`config.mk`:
```
export PLATFORM = sky130hd
export DESIGN_NAME = binary_tree_preorder_stack_core
export DESIGN_NICKNAME = d
export VERILOG_FILES = /design/src/rtl/btpre_pkg.sv /design/src/rtl/binary_tree_preorder_stack_core.sv /design/src/rtl/btpre_mod_unit.sv
export VERILOG_INCLUDE_DIRS = /design/src /design/src/rtl
export SDC_FILE = /design/constraint.sdc
export NUM_CORES = 1
export LEC_CHECK = 0
export BUFFER_PORTS_ARGS = -buffer_cell sky130_fd_sc_hd__buf_2
export CORE_UTILIZATION = 65
export CTS_CLUSTER_DIAMETER = 40
export DETAILED_ROUTE_END_ITERATION = 16
export HOLD_SLACK_MARGIN = 0.05
export PLACE_DENSITY = 0.79
export SYNTH_ARGS = -nofsm -noshare
export SYNTH_HDL_FRONTEND = slang
export SYNTH_SLANG_ARGS = --single-unit
```
`constraint.sdc`:
```
create_clock -name clock -period 9.1 [get_ports clock]
set_input_delay 1.365 -clock clock [delete_from_list [all_inputs] [get_ports clock]]
set_output_delay 1.365 -clock clock [all_outputs]
set_load 0.01 [all_outputs]
```
`src/rtl/assert_macros.svh`:
```
// Assertion macros for the RTL modules of the preorder walk core.
`ifndef ASSERT_MACROS_SVH
`define ASSERT_MACROS_SVH
`ifndef NO_ASSERTIONS
// Same-cycle implication, checked at every rising clock edge out of reset.
`define ASSERT_IMPLY(label, clk, rst, ante, cons) \
   label: assert property (@(posedge clk) disable iff (rst) (ante) |-> (cons)) \
      else $error("same-cycle implication check failed");
// Next-cycle implication, checked at every rising clock edge out of reset.
`define ASSERT_NEXT(label, clk, rst, ante, cons) \
   label: assert property (@(posedge clk) disable iff (rst) (ante) |=> (cons)) \
      else $error("next-cycle implication check failed");
`else
`define ASSERT_IMPLY(label, clk, rst, ante, cons)
`define ASSERT_NEXT(label, clk, rst, ante, cons)
`endif
`endif

```
`src/rtl/btpre_pkg.sv`:
```
// Types and fixed constants of the binary tree preorder walk core.
`timescale 1ns / 1ps

package btpre_pkg;

   // Fixed bounds of the walk.
   localparam int STACK_CAP = 16;
   localparam int RESULT_CAP = 16;
   localparam int STK_IDX_W = $clog2(STACK_CAP);
   localparam int DEPTH_W = $clog2(STACK_CAP + 1);
   localparam int COUNT_W = $clog2(RESULT_CAP + 1);

   // One node as it arrives on the request channel.
   typedef struct packed {
      logic [7:0] node_value;
      logic       left_present;
      logic [3:0] left_child;
      logic       right_present;
      logic [3:0] right_child;
      logic       final_node;
   } req_type;

   // One visited node on the response channel.
   typedef struct packed {
      logic [7:0] visit_value;
      logic [3:0] visit_index;
      logic       walk_end;
   } rsp_type;

   // One entry of the node table.
   typedef struct packed {
      logic [7:0] value;
      logic       left_present;
      logic [3:0] left_child;
      logic       right_present;
      logic [3:0] right_child;
   } node_type;

   // Operations of the shared modular adder.
   typedef enum logic {
      ALU_ADD,
      ALU_SUB
   } alu_op_type;

   // Sequencer states.
   typedef enum logic [2:0] {
      ST_IDLE,
      ST_SUB_LEFT,
      ST_SUB_RIGHT,
      ST_FETCH,
      ST_VISIT
   } state_type;

endpackage

```
`src/rtl/binary_tree_preorder_stack_core.sv`:
```
// Top level of the binary tree preorder walk core.
`timescale 1ns / 1ps
// Usage:
// The request channel takes one tree node per transaction, in index order from 0.
// A transaction is accepted at a rising edge with start high and busy low.
// Each node is written to the node table and its index sum folded into the root
// index in steps: the accept cycle, then the shared modular adder subtracts a present
// left child and then a present right child; busy stays high until those steps are done.
// Once the table holds MAX_NODES nodes, further nodes are dropped; only final_node sets busy.
// The node flagged final_node starts the walk: after its adder steps (with no adder steps
// when the table was already full) the first table read is issued, and each visited
// node then passes through a fetch state (one registered node table read) and a visit
// state that pushes the children.
// Results appear on rsp_item for one cycle each, marked by rsp_strobe, one per
// visited node; walk_end marks the last one. The walk stops when the stack empties
// or after 16 results. The receiver cannot stall the response channel.
// For final_node, busy stays high from the accept edge until the last result appears.
// Reset (synchronous, active high) empties the table count, the root sum and the
// stack; node table and stack contents are not cleared.
module binary_tree_preorder_stack_core #(
   parameter int MAX_NODES = 16
) (
   input  logic               clock,
   input  logic               reset,
   input  logic               start,
   output logic               busy,
   input  btpre_pkg::req_type req_item,
   output logic               rsp_strobe,
   output btpre_pkg::rsp_type rsp_item
);
   import btpre_pkg::*;

`include "assert_macros.svh"

   localparam int IDX_W = $clog2(MAX_NODES);
   localparam int CNT_W = $clog2(MAX_NODES + 1);

   // Registers.
   state_type          state_ff, state_in;
   logic [CNT_W-1:0]   loaded_ff, loaded_in;
   logic [IDX_W-1:0]   root_ff, root_in;
   req_type            item_ff, item_in;
   logic [DEPTH_W-1:0] depth_ff, depth_in;
   logic [COUNT_W-1:0] count_ff, count_in;
   logic [IDX_W-1:0]   idx_ff, idx_in;
   node_type           rd_ff;
   logic               rsp_strobe_ff, rsp_strobe_in;
   rsp_type            rsp_item_ff, rsp_item_in;

   // Node table and walk stack.
   node_type           node_table [MAX_NODES];
   logic [IDX_W-1:0]   stack_ff [STACK_CAP];

   // Child index reduction table, worked out at elaboration.
   logic [IDX_W-1:0]   wrap_lut [16];

   // Control and datapath signals.
   logic               accept;
   logic               table_we;
   alu_op_type         alu_op;
   logic [IDX_W-1:0]   alu_a;
   logic [IDX_W-1:0]   alu_b;
   logic [IDX_W-1:0]   alu_y;
   logic [IDX_W-1:0]   left_wrap;
   logic [IDX_W-1:0]   right_wrap;
   logic               push_right;
   logic               push_left;
   logic [DEPTH_W-1:0] depth_1;
   logic [DEPTH_W-1:0] depth_2;
   logic [DEPTH_W-1:0] depth_top;
   logic [COUNT_W-1:0] count_1;
   logic               last_visit;

   for (genvar g = 0; g < 16; g++) begin : g_wrap
      assign wrap_lut[g] = IDX_W'(g % MAX_NODES);
   end

   assign accept = start && (state_ff == ST_IDLE);
   assign busy = (state_ff != ST_IDLE);
   assign rsp_strobe = rsp_strobe_ff;
   assign rsp_item = rsp_item_ff;

   // Shared modular adder operand selection.
   always_comb begin
      alu_op = ALU_ADD;
      alu_a = root_ff;
      alu_b = loaded_ff[IDX_W-1:0];
      case (state_ff)
         ST_SUB_LEFT: begin
            alu_op = ALU_SUB;
            alu_b = wrap_lut[item_ff.left_child];
         end
         ST_SUB_RIGHT: begin
            alu_op = ALU_SUB;
            alu_b = wrap_lut[item_ff.right_child];
         end
         default: begin
            alu_op = ALU_ADD;
         end
      endcase
   end

   btpre_mod_unit #(
      .MAX_NODES (MAX_NODES)
   ) u_mod_unit (
      .op        (alu_op),
      .operand_a (alu_a),
      .operand_b (alu_b),
      .result    (alu_y)
   );

   // Child pushes of the node under visit.
   always_comb begin
      left_wrap = wrap_lut[rd_ff.left_child];
      right_wrap = wrap_lut[rd_ff.right_child];
      push_right = rd_ff.right_present && (depth_ff < DEPTH_W'(STACK_CAP));
      depth_1 = depth_ff + DEPTH_W'(push_right);
      push_left = rd_ff.left_present && (depth_1 < DEPTH_W'(STACK_CAP));
      depth_2 = depth_1 + DEPTH_W'(push_left);
      depth_top = depth_ff - DEPTH_W'(1);
      count_1 = count_ff + COUNT_W'(1);
      last_visit = (depth_2 == '0) || (count_1 == COUNT_W'(RESULT_CAP));
   end

   // Sequencer: next state and register inputs.
   always_comb begin
      state_in = state_ff;
      loaded_in = loaded_ff;
      root_in = root_ff;
      item_in = item_ff;
      depth_in = depth_ff;
      count_in = count_ff;
      idx_in = idx_ff;
      rsp_strobe_in = 1'b0;
      rsp_item_in = rsp_item_ff;
      table_we = 1'b0;
      unique case (state_ff)
         ST_IDLE: begin
            if (accept) begin
               item_in = req_item;
               if (loaded_ff < CNT_W'(MAX_NODES)) begin
                  table_we = 1'b1;
                  root_in = alu_y;
                  loaded_in = loaded_ff + CNT_W'(1);
                  state_in = ST_SUB_LEFT;
               end else if (req_item.final_node) begin
                  idx_in = root_ff;
                  depth_in = '0;
                  count_in = '0;
                  state_in = ST_FETCH;
               end
            end
         end
         ST_SUB_LEFT: begin
            if (item_ff.left_present) begin
               root_in = alu_y;
            end
            state_in = ST_SUB_RIGHT;
         end
         ST_SUB_RIGHT: begin
            if (item_ff.right_present) begin
               root_in = alu_y;
            end
            if (item_ff.final_node) begin
               idx_in = item_ff.right_present ? alu_y : root_ff;
               depth_in = '0;
               count_in = '0;
               state_in = ST_FETCH;
            end else begin
               state_in = ST_IDLE;
            end
         end
         ST_FETCH: begin
            state_in = ST_VISIT;
         end
         ST_VISIT: begin
            rsp_strobe_in = 1'b1;
            rsp_item_in.visit_value = rd_ff.value;
            rsp_item_in.visit_index = 4'(idx_ff);
            rsp_item_in.walk_end = last_visit;
            if (last_visit) begin
               loaded_in = '0;
               root_in = '0;
               depth_in = '0;
               count_in = '0;
               state_in = ST_IDLE;
            end else begin
               // Pop the new top right away; a just pushed child is never stored long.
               count_in = count_1;
               depth_in = depth_2 - DEPTH_W'(1);
               if (push_left) begin
                  idx_in = left_wrap;
               end else if (push_right) begin
                  idx_in = right_wrap;
               end else begin
                  idx_in = stack_ff[depth_top[STK_IDX_W-1:0]];
               end
               state_in = ST_FETCH;
            end
         end
         default: begin
            state_in = ST_IDLE;
         end
      endcase
   end

   // Control registers.
   always_ff @(posedge clock) begin
      if (reset) begin
         state_ff <= ST_IDLE;
         loaded_ff <= '0;
         root_ff <= '0;
         depth_ff <= '0;
         count_ff <= '0;
         rsp_strobe_ff <= 1'b0;
      end else begin
         state_ff <= state_in;
         loaded_ff <= loaded_in;
         root_ff <= root_in;
         depth_ff <= depth_in;
         count_ff <= count_in;
         rsp_strobe_ff <= rsp_strobe_in;
      end
   end

   // Payload registers.
   always_ff @(posedge clock) begin
      item_ff <= item_in;
      idx_ff <= idx_in;
      rsp_item_ff <= rsp_item_in;
   end

   // Node table: written on load, read with a registered output.
   always_ff @(posedge clock) begin
      if (table_we) begin
         node_table[loaded_ff[IDX_W-1:0]] <= '{
            value:         req_item.node_value,
            left_present:  req_item.left_present,
            left_child:    req_item.left_child,
            right_present: req_item.right_present,
            right_child:   req_item.right_child
         };
      end
      rd_ff <= node_table[idx_ff];
   end

   // Walk stack: right child goes below the left child.
   always_ff @(posedge clock) begin
      if (state_ff == ST_VISIT) begin
         if (push_right) begin
            stack_ff[depth_ff[STK_IDX_W-1:0]] <= right_wrap;
         end
         if (push_left) begin
            stack_ff[depth_1[STK_IDX_W-1:0]] <= left_wrap;
         end
      end
   end

   // Checks on the sequencer and the walk.
   `ASSERT_IMPLY(a_depth_bound, clock, reset, 1'b1, depth_ff <= DEPTH_W'(STACK_CAP))
   `ASSERT_IMPLY(a_root_range, clock, reset, 1'b1, 32'(root_ff) < MAX_NODES)
   `ASSERT_IMPLY(a_idle_clean, clock, reset, state_ff == ST_IDLE, depth_ff == '0 && count_ff == '0)
   `ASSERT_IMPLY(a_strobe_src, clock, reset, rsp_strobe_ff, $past(state_ff == ST_VISIT))
   `ASSERT_NEXT(a_end_quiet, clock, reset, rsp_strobe_ff && rsp_item_ff.walk_end, !rsp_strobe_ff)

endmodule

```
`src/rtl/btpre_mod_unit.sv`:
```
// Shared modular add/subtract unit for table indices.
`timescale 1ns / 1ps

module btpre_mod_unit #(
   parameter int MAX_NODES = 16
) (
   input  btpre_pkg::alu_op_type           op,
   input  logic [$clog2(MAX_NODES)-1:0]    operand_a,
   input  logic [$clog2(MAX_NODES)-1:0]    operand_b,
   output logic [$clog2(MAX_NODES)-1:0]    result
);
   import btpre_pkg::*;

   localparam int IDX_W = $clog2(MAX_NODES);
   localparam logic [IDX_W:0] MOD_VAL = (IDX_W + 1)'(MAX_NODES);

   logic [IDX_W:0] sum;
   logic [IDX_W:0] diff;
   logic [IDX_W:0] sum_wrap;
   logic [IDX_W:0] diff_wrap;

   // Both operands are below the modulus, so one correction step suffices.
   always_comb begin
      sum = {1'b0, operand_a} + {1'b0, operand_b};
      diff = {1'b0, operand_a} - {1'b0, operand_b};
      sum_wrap = (sum >= MOD_VAL) ? (sum - MOD_VAL) : sum;
      diff_wrap = diff[IDX_W] ? (diff + MOD_VAL) : diff;
   end

   // Select the requested operation.
   always_comb begin
      unique case (op)
         ALU_ADD: result = sum_wrap[IDX_W-1:0];
         ALU_SUB: result = diff_wrap[IDX_W-1:0];
         default: result = sum_wrap[IDX_W-1:0];
      endcase
   end

endmodule
```
# ---- Word level (Yosys, flattened, before mapping)
# Memories as Yosys holds them, arrays and structs flattened. A register that Yosys moved wholly into a read port is not among the register bits.
# Cells that the tools add are included.
# Widths: inputs -> output; s select.
dict set report totals {
  register_bits 51
  ram_bits 352
  mem_bits_ro 256
  input_bits 22
  out_inout_bits 15
  elab_cells 132
  n_memories 6
}
# name depth word_bits read_ports rd_clocked_by_memory_dff wr line_no
set memory_table {}
lappend memory_table {node_table 16 18 1 1 1 binary_tree_preorder_stack_core.sv:51} ;# node_type node_table [MAX_NODES];
lappend memory_table {{(no name shown)} 16 4 1 0 0 binary_tree_preorder_stack_core.sv:115} ;# right_wrap = wrap_lut[rd_ff.right_child];
lappend memory_table {{(no name shown)} 16 4 1 0 0 binary_tree_preorder_stack_core.sv:114} ;# left_wrap = wrap_lut[rd_ff.left_child];
lappend memory_table {{(no name shown)} 16 4 1 0 0 binary_tree_preorder_stack_core.sv:95} ;# alu_b = wrap_lut[item_ff.right_child];
lappend memory_table {{(no name shown)} 16 4 1 0 0 binary_tree_preorder_stack_core.sv:91} ;# alu_b = wrap_lut[item_ff.left_child];
lappend memory_table {stack_ff 16 4 1 0 2 binary_tree_preorder_stack_core.sv:52} ;# logic [IDX_W-1:0] stack_ff [STACK_CAP];
dict set report op_classes {
  addsub 10
  order_cmp 8
  eq_ne 14
  mux 57
  n_bitwise 5
  reduce_logical 17
}
# cell count
set ops {}
lappend ops {{$mux 4} 22}
lappend ops {{$mux 5} 9}
lappend ops {{$pmux 5 s3} 2}
lappend ops {{$ge 5x5->1 const B} 5}
lappend ops {{$not 4->5} 4}
lappend ops {{$pmux 4 s2} 2}
lappend ops {{$pmux 4 s4} 1}
lappend ops {{$lt 5x5->1 const B} 3}
lappend ops {{$pmux 3 s5} 1}
lappend ops {{$ne 2x2->1 const B} 7}
lappend ops {{$mux 1} 13}
lappend ops {{$pmux 4 s3} 1}
lappend ops {{$add 5x1->5} 2}
lappend ops {{$add 5x1->5 const B} 2}
lappend ops {{$pmux 5 s2} 1}
lappend ops {{$reduce_and 5->1} 2}
lappend ops {{$mux 3} 3}
lappend ops {{$sub 4x1->4 const B} 2}
lappend ops {{$eq 3x2->1 const B} 2}
lappend ops {{$reduce_and 6->1} 1}
lappend ops {{$reduce_bool 3->1} 2}
lappend ops {{$add 4x4->5} 1}
lappend ops {{$eq 5x5->1 const B} 1}
lappend ops {{$logic_not 5->1} 1}
lappend ops {{17 further kinds} 21}

# ---- Depth between registers and ports, before layout
dict set report logic_depth {
  word_depth 12
  mapped_depth 19
  mapped_depth_nobuf 15
}

# ---- By module
# Synthesis repeated with hierarchy kept, for this count alone.
dict set report hier_totals {
  cells_unflattened 990
  area_unflattened_um2 17986.0
}
# module n_inst cells_per_inst area_per_inst_um2 seq_area_each_um2
set by_module_without_submodules {}
lappend by_module_without_submodules {binary_tree_preorder_stack_core 1 966 17800.8 12231.7}
lappend by_module_without_submodules {btpre_mod_unit 1 24 185.2 0.0}

# ---- Least setup slack after synthesis
# Ideal clock, no wire load.
dict set report synth_timing {
  path_kind {reg2reg}
  startpoint {register depth_ff[4]}
  endpoint {register idx_ff[0], enable pin}
  setup_time_ns 0.339
  t_arrival_ns 3.337
  t_required_ns 8.761
  path_slack_ns 5.423
  stages_incl_launch_ff 19
  path_buffers 3
  period_less_slack_ns 3.677
  path_cell_list {dfxtp_1 nor2b_1 clkbuf_1 ha_1 ha_1 buf_2 nand3_1 xnor2_1 nand2_1 inv_2 ha_1 ha_1 clkbuf_1 o21ai_0 o21ai_1 a22o_1 o211ai_2 nand2b_1 a21oi_1}
}
dict set report synth_via {
  elab_chain_cells 10
}
# item line_no
set synth_rtl {}
lappend synth_rtl {{start: declaration} binary_tree_preorder_stack_core.sv:43} ;# logic [DEPTH_W-1:0] depth_ff, depth_in;
lappend synth_rtl {{start signal: assignment} binary_tree_preorder_stack_core.sv:220} ;# depth_ff <= depth_in;
lappend synth_rtl {{$lt 5x5->1} binary_tree_preorder_stack_core.sv:116} ;# push_right = rd_ff.right_present && (depth_ff < DEPTH_W'(STACK_CAP));
lappend synth_rtl {{$logic_and 1x1->1} binary_tree_preorder_stack_core.sv:116}
lappend synth_rtl {{$add 5x1->5 *} binary_tree_preorder_stack_core.sv:117} ;# depth_1 = depth_ff + DEPTH_W'(push_right);
lappend synth_rtl {{$lt 5x5->1} binary_tree_preorder_stack_core.sv:118} ;# push_left = rd_ff.left_present && (depth_1 < DEPTH_W'(STACK_CAP));
lappend synth_rtl {{$logic_and 1x1->1} binary_tree_preorder_stack_core.sv:118}
lappend synth_rtl {{$add 5x1->5 *} binary_tree_preorder_stack_core.sv:119} ;# depth_2 = depth_1 + DEPTH_W'(push_left);
lappend synth_rtl {{$logic_not 5->1 *} binary_tree_preorder_stack_core.sv:122} ;# last_visit = (depth_2 == '0) || (count_1 == COUNT_W'(RESULT_CAP));
lappend synth_rtl {{$logic_or 1x1->1 *} binary_tree_preorder_stack_core.sv:122}
lappend synth_rtl {{via last_visit} binary_tree_preorder_stack_core.sv:72} ;# logic last_visit;
lappend synth_rtl {{$ne 2x2->1 (no source line) *} -}
lappend synth_rtl {{$reduce_and 6->1 (no source line) *} -}
lappend synth_rtl {{end signal: assignment} binary_tree_preorder_stack_core.sv:229} ;# idx_ff <= idx_in;
lappend synth_rtl {{end: declaration} binary_tree_preorder_stack_core.sv:45} ;# logic [IDX_W-1:0] idx_ff, idx_in;
# Mark *: on every way through the listed nets, which the timed path passes. The rest lies on a longest branch.
# A chain may end at the register's enable or synchronous reset.

# ---- Worst setup path in the final report
# Same ends and word-level chain as after synthesis.

==> flow_metrics.tcl <==
set metrics [dict create \
    synthFlopType "edfxtp_1" \
    hpwl_microns 21100 \
    gr-usage-met1 0.392 \
    antenna_found_initial 0 \
    irDropWorstVdd_mv 0.265 \
    synth_cells 971 \
    drv_cap 0 \
    coreArea_sq_mm 0.0264 \
    grt_max_degree 72 \
    critPathArrivalTime_ns 4.82 \
    ys_seq_elements 421 \
    start_util 0.670 \
    cts_tree "done" \
    first_pass_iters 7 \
    status "completed" \
    hold_violations 0 \
    syn_area_sq_mm 0.0177 \
    drc_errors 0 \
    tightestPinTransition_ns 1.05 \
    die_area_sq_mm 0.0278 \
    grt_pass1_vias 9768 \
    fin_crit_sh 0.507 \
    synth_common_cells "edfxtp_1, mux4_2, mux2_2" \
    finalWirelength_microns 39500 \
    min_period_ns 4.61 \
    min_path_type "reg2reg" \
    fin_ws_ns 4.49 \
    ys_seq_area_frac 0.693 \
    fin_worst_skew_ns 0.0210 \
    fmax_mhz 217 \
    syn_avg_cell_area_sq_um 18.2 \
    power_density_mw_per_mm2 227 \
    setup_viol 0 \
    drt_iter0_markers 1025 \
    dpl_worst_slack_ns 4.57 \
    final.setup.tns_ns 0 \
    port_buffers 36 \
    fillers 1470 \
    drive_above_1_share 0.318 \
    leakage_nw 6.60 \
    cp.required_ns 9.31 \
    slew_violations 0 \
    clock_latency_ns 0.57 \
    grt_usage 0.296 \
    use_met3 0.0473 \
    clkTransAtPathRegs_ns 0.06 \
    tritoncts_num_sinks 421 \
    route.antenna.remaining_nets 0 \
    cts_root_buffer "clkbuf_16" \
    synth_warnings 0 \
    synth_edf_count 380 \
    yosysTopAreaCell "edfxtp_1" \
    synthArstFlopShare 0 \
    start_kind "flop" \
    grt_overflow 0 \
    cts_buffer_depth 3 \
    h-tree-depth 2 \
    yosysMostFrequentCell "edfxtp_1" \
    synth_top_area_frac 0.646 \
    slew_headroom 0.303 \
    grt_util_met2 0.501 \
    diodes 0 \
    rsz0062_at_grt "no" \
    cts_resized 0 \
    hold_ws_ns 0.398 \
    syn-num-nets 1013 \
    grt.busiest_layer "met2" \
    utilization 0.754 \
    cp-end-kind "flop" \
    area_growth_syn_to_layout_pct 12.6 \
    ctsHoldBuffers 0 \
    placement_rows 59 \
    worstSetupPathType "reg2reg" \
    cp_max_fo 15 \
    die-height_microns 167 \
    power_mw 4.51 \
    cts_setup_buffers 0 \
    synth_area_leaders "edfxtp_1, mux4_2, dfxtp_1" \
    gp_congestion 0.847 \
    cts_made_buffers 48 \
    io_pins 37 \
    wire_per_inst_microns 28.1 \
    fp.dieW_microns 167 \
    nNetsFinal 1072 \
    grt_pass1_wl_microns 59700 \
    routed-via-count 9519 \
    viasPerCell 6.78 \
    synth_cell_types 60 \
]
==> power by group <==
group | leakage [nW] | internal [mW] | switching [mW] | total, mW
sequential | 3.77 | 2.17 | 0.0611 | 2.23
combinational | 2.04 | 0.172 | 0.200 | 0.372
clock | 0.784 | 1.10 | 0.801 | 1.91
==> routing by layer <==
| layer | wire length (microns) | share of wire |
|---|---|---|
| met5 | 0 | 0 |
| met1 | 15100 | 0.38 |
| met3 | 2850 | 0.072 |
| met2 | 20300 | 0.51 |
| met4 | 1170 | 0.030 |
==> critical path: stages, from the launching register on <==
cell and delay, ns:
dfxtp_1 0.35, nor2b_1 0.47, ha_1 0.34, ha_1 0.37, nand3_1 0.15, xnor2_1 0.18, nand2_1 0.13, inv_2 0.15
ha_1 0.18, ha_1 0.31, nor4b_2 0.34, a211oi_1 0.14, o211ai_2 0.65, nand2b_1 0.15, a21oi_1 0.37
==> stage by stage <==
stage	instance area (sq um)	cells
finish	19900	1405
floorplan	17700	971
global route	19900	1405
global placement	18300	1315
detailed placement	18300	1315
CTS	19900	1405
==> cells in the final DEF, fill, tap and decap left out, types with 4 or more instances in the layout <==
cell       instances
a21oi_1           28
dfxtp_1           41
nor2b_1            6
clkbuf_16         49
nand2_1           37
nand3_1           17
edfxtp_1         380
inv_8              4
a21o_1            19
buf_2             36
inv_6              4
mux2i_1            4
nor3_2             8
nand2b_1           9
buf_4             23
nand3b_1           9
a211oi_1          11
o21ai_1            4
nor2_1            31
clkinv_2          10
a31oi_1            6
o211ai_1           5
nor3_1             7
o21ai_0           17
mux4_2           107
nor2_2            12
xnor2_1            7
nand4_1            8
clkbuf_1           6
mux2_2            65
inv_1             20
ha_1              19
clkinv_1           5
==> final timing paths <==
check | endpoint | slack, ns | start | cells after the start
max reg2reg | idx_ff[0]$_DFFE_PP_ | 4.49 | depth_ff[4]$_SDFFE_PP0P_ | 14
min reg2reg | rsp_item[10]$_DFFE_PP_ | 0.40 | rd_ff[15]$_DFF_P_ | 0
min | rsp_item[10]$_DFFE_PP_ | 0.40 | rd_ff[15]$_DFF_P_ | 0
max | idx_ff[0]$_DFFE_PP_ | 4.49 | depth_ff[4]$_SDFFE_PP0P_ | 14
==> state kept, by name (all words and copies together), names as in the netlist <==
register / flops
alu_a: 4
stack_ff: 64
count_ff: 5
item_ff: 11
rd_ff: 18
depth_ff: 5
rsp_strobe: 1
state_ff: 3
idx_ff: 4
loaded_ff: 5
rsp_item: 13
node_table: 288
==> cell type report <==
cell class	instances	area, sq um	area share
clock buffers	56	1260	0.0635
flip-flops and latches	421	12200	0.615
well taps	335	419	0.0211
inverters	21	78.8	0.00397
clock inverters	34	342	0.0172
repair buffers	59	353	0.0178
multi-input cells	479	5190	0.261
==> cell families (layout without fill, tap and decap cells) <==
kind of cell	count (synthesis)	in the layout	synth area share
xor gates and xnor gates	12	12	0.00758
AOI/OAI and AO/OA	109	109	0.0415
DFF	421	421	0.693
buffers and inverters	71	170	0.0162
adders and majority gates	20	20	0.0146
and+or+nand+nor	162	162	0.0471
muxes	176	176	0.180
No activity file was read; power rests on OpenSTA's default activity.
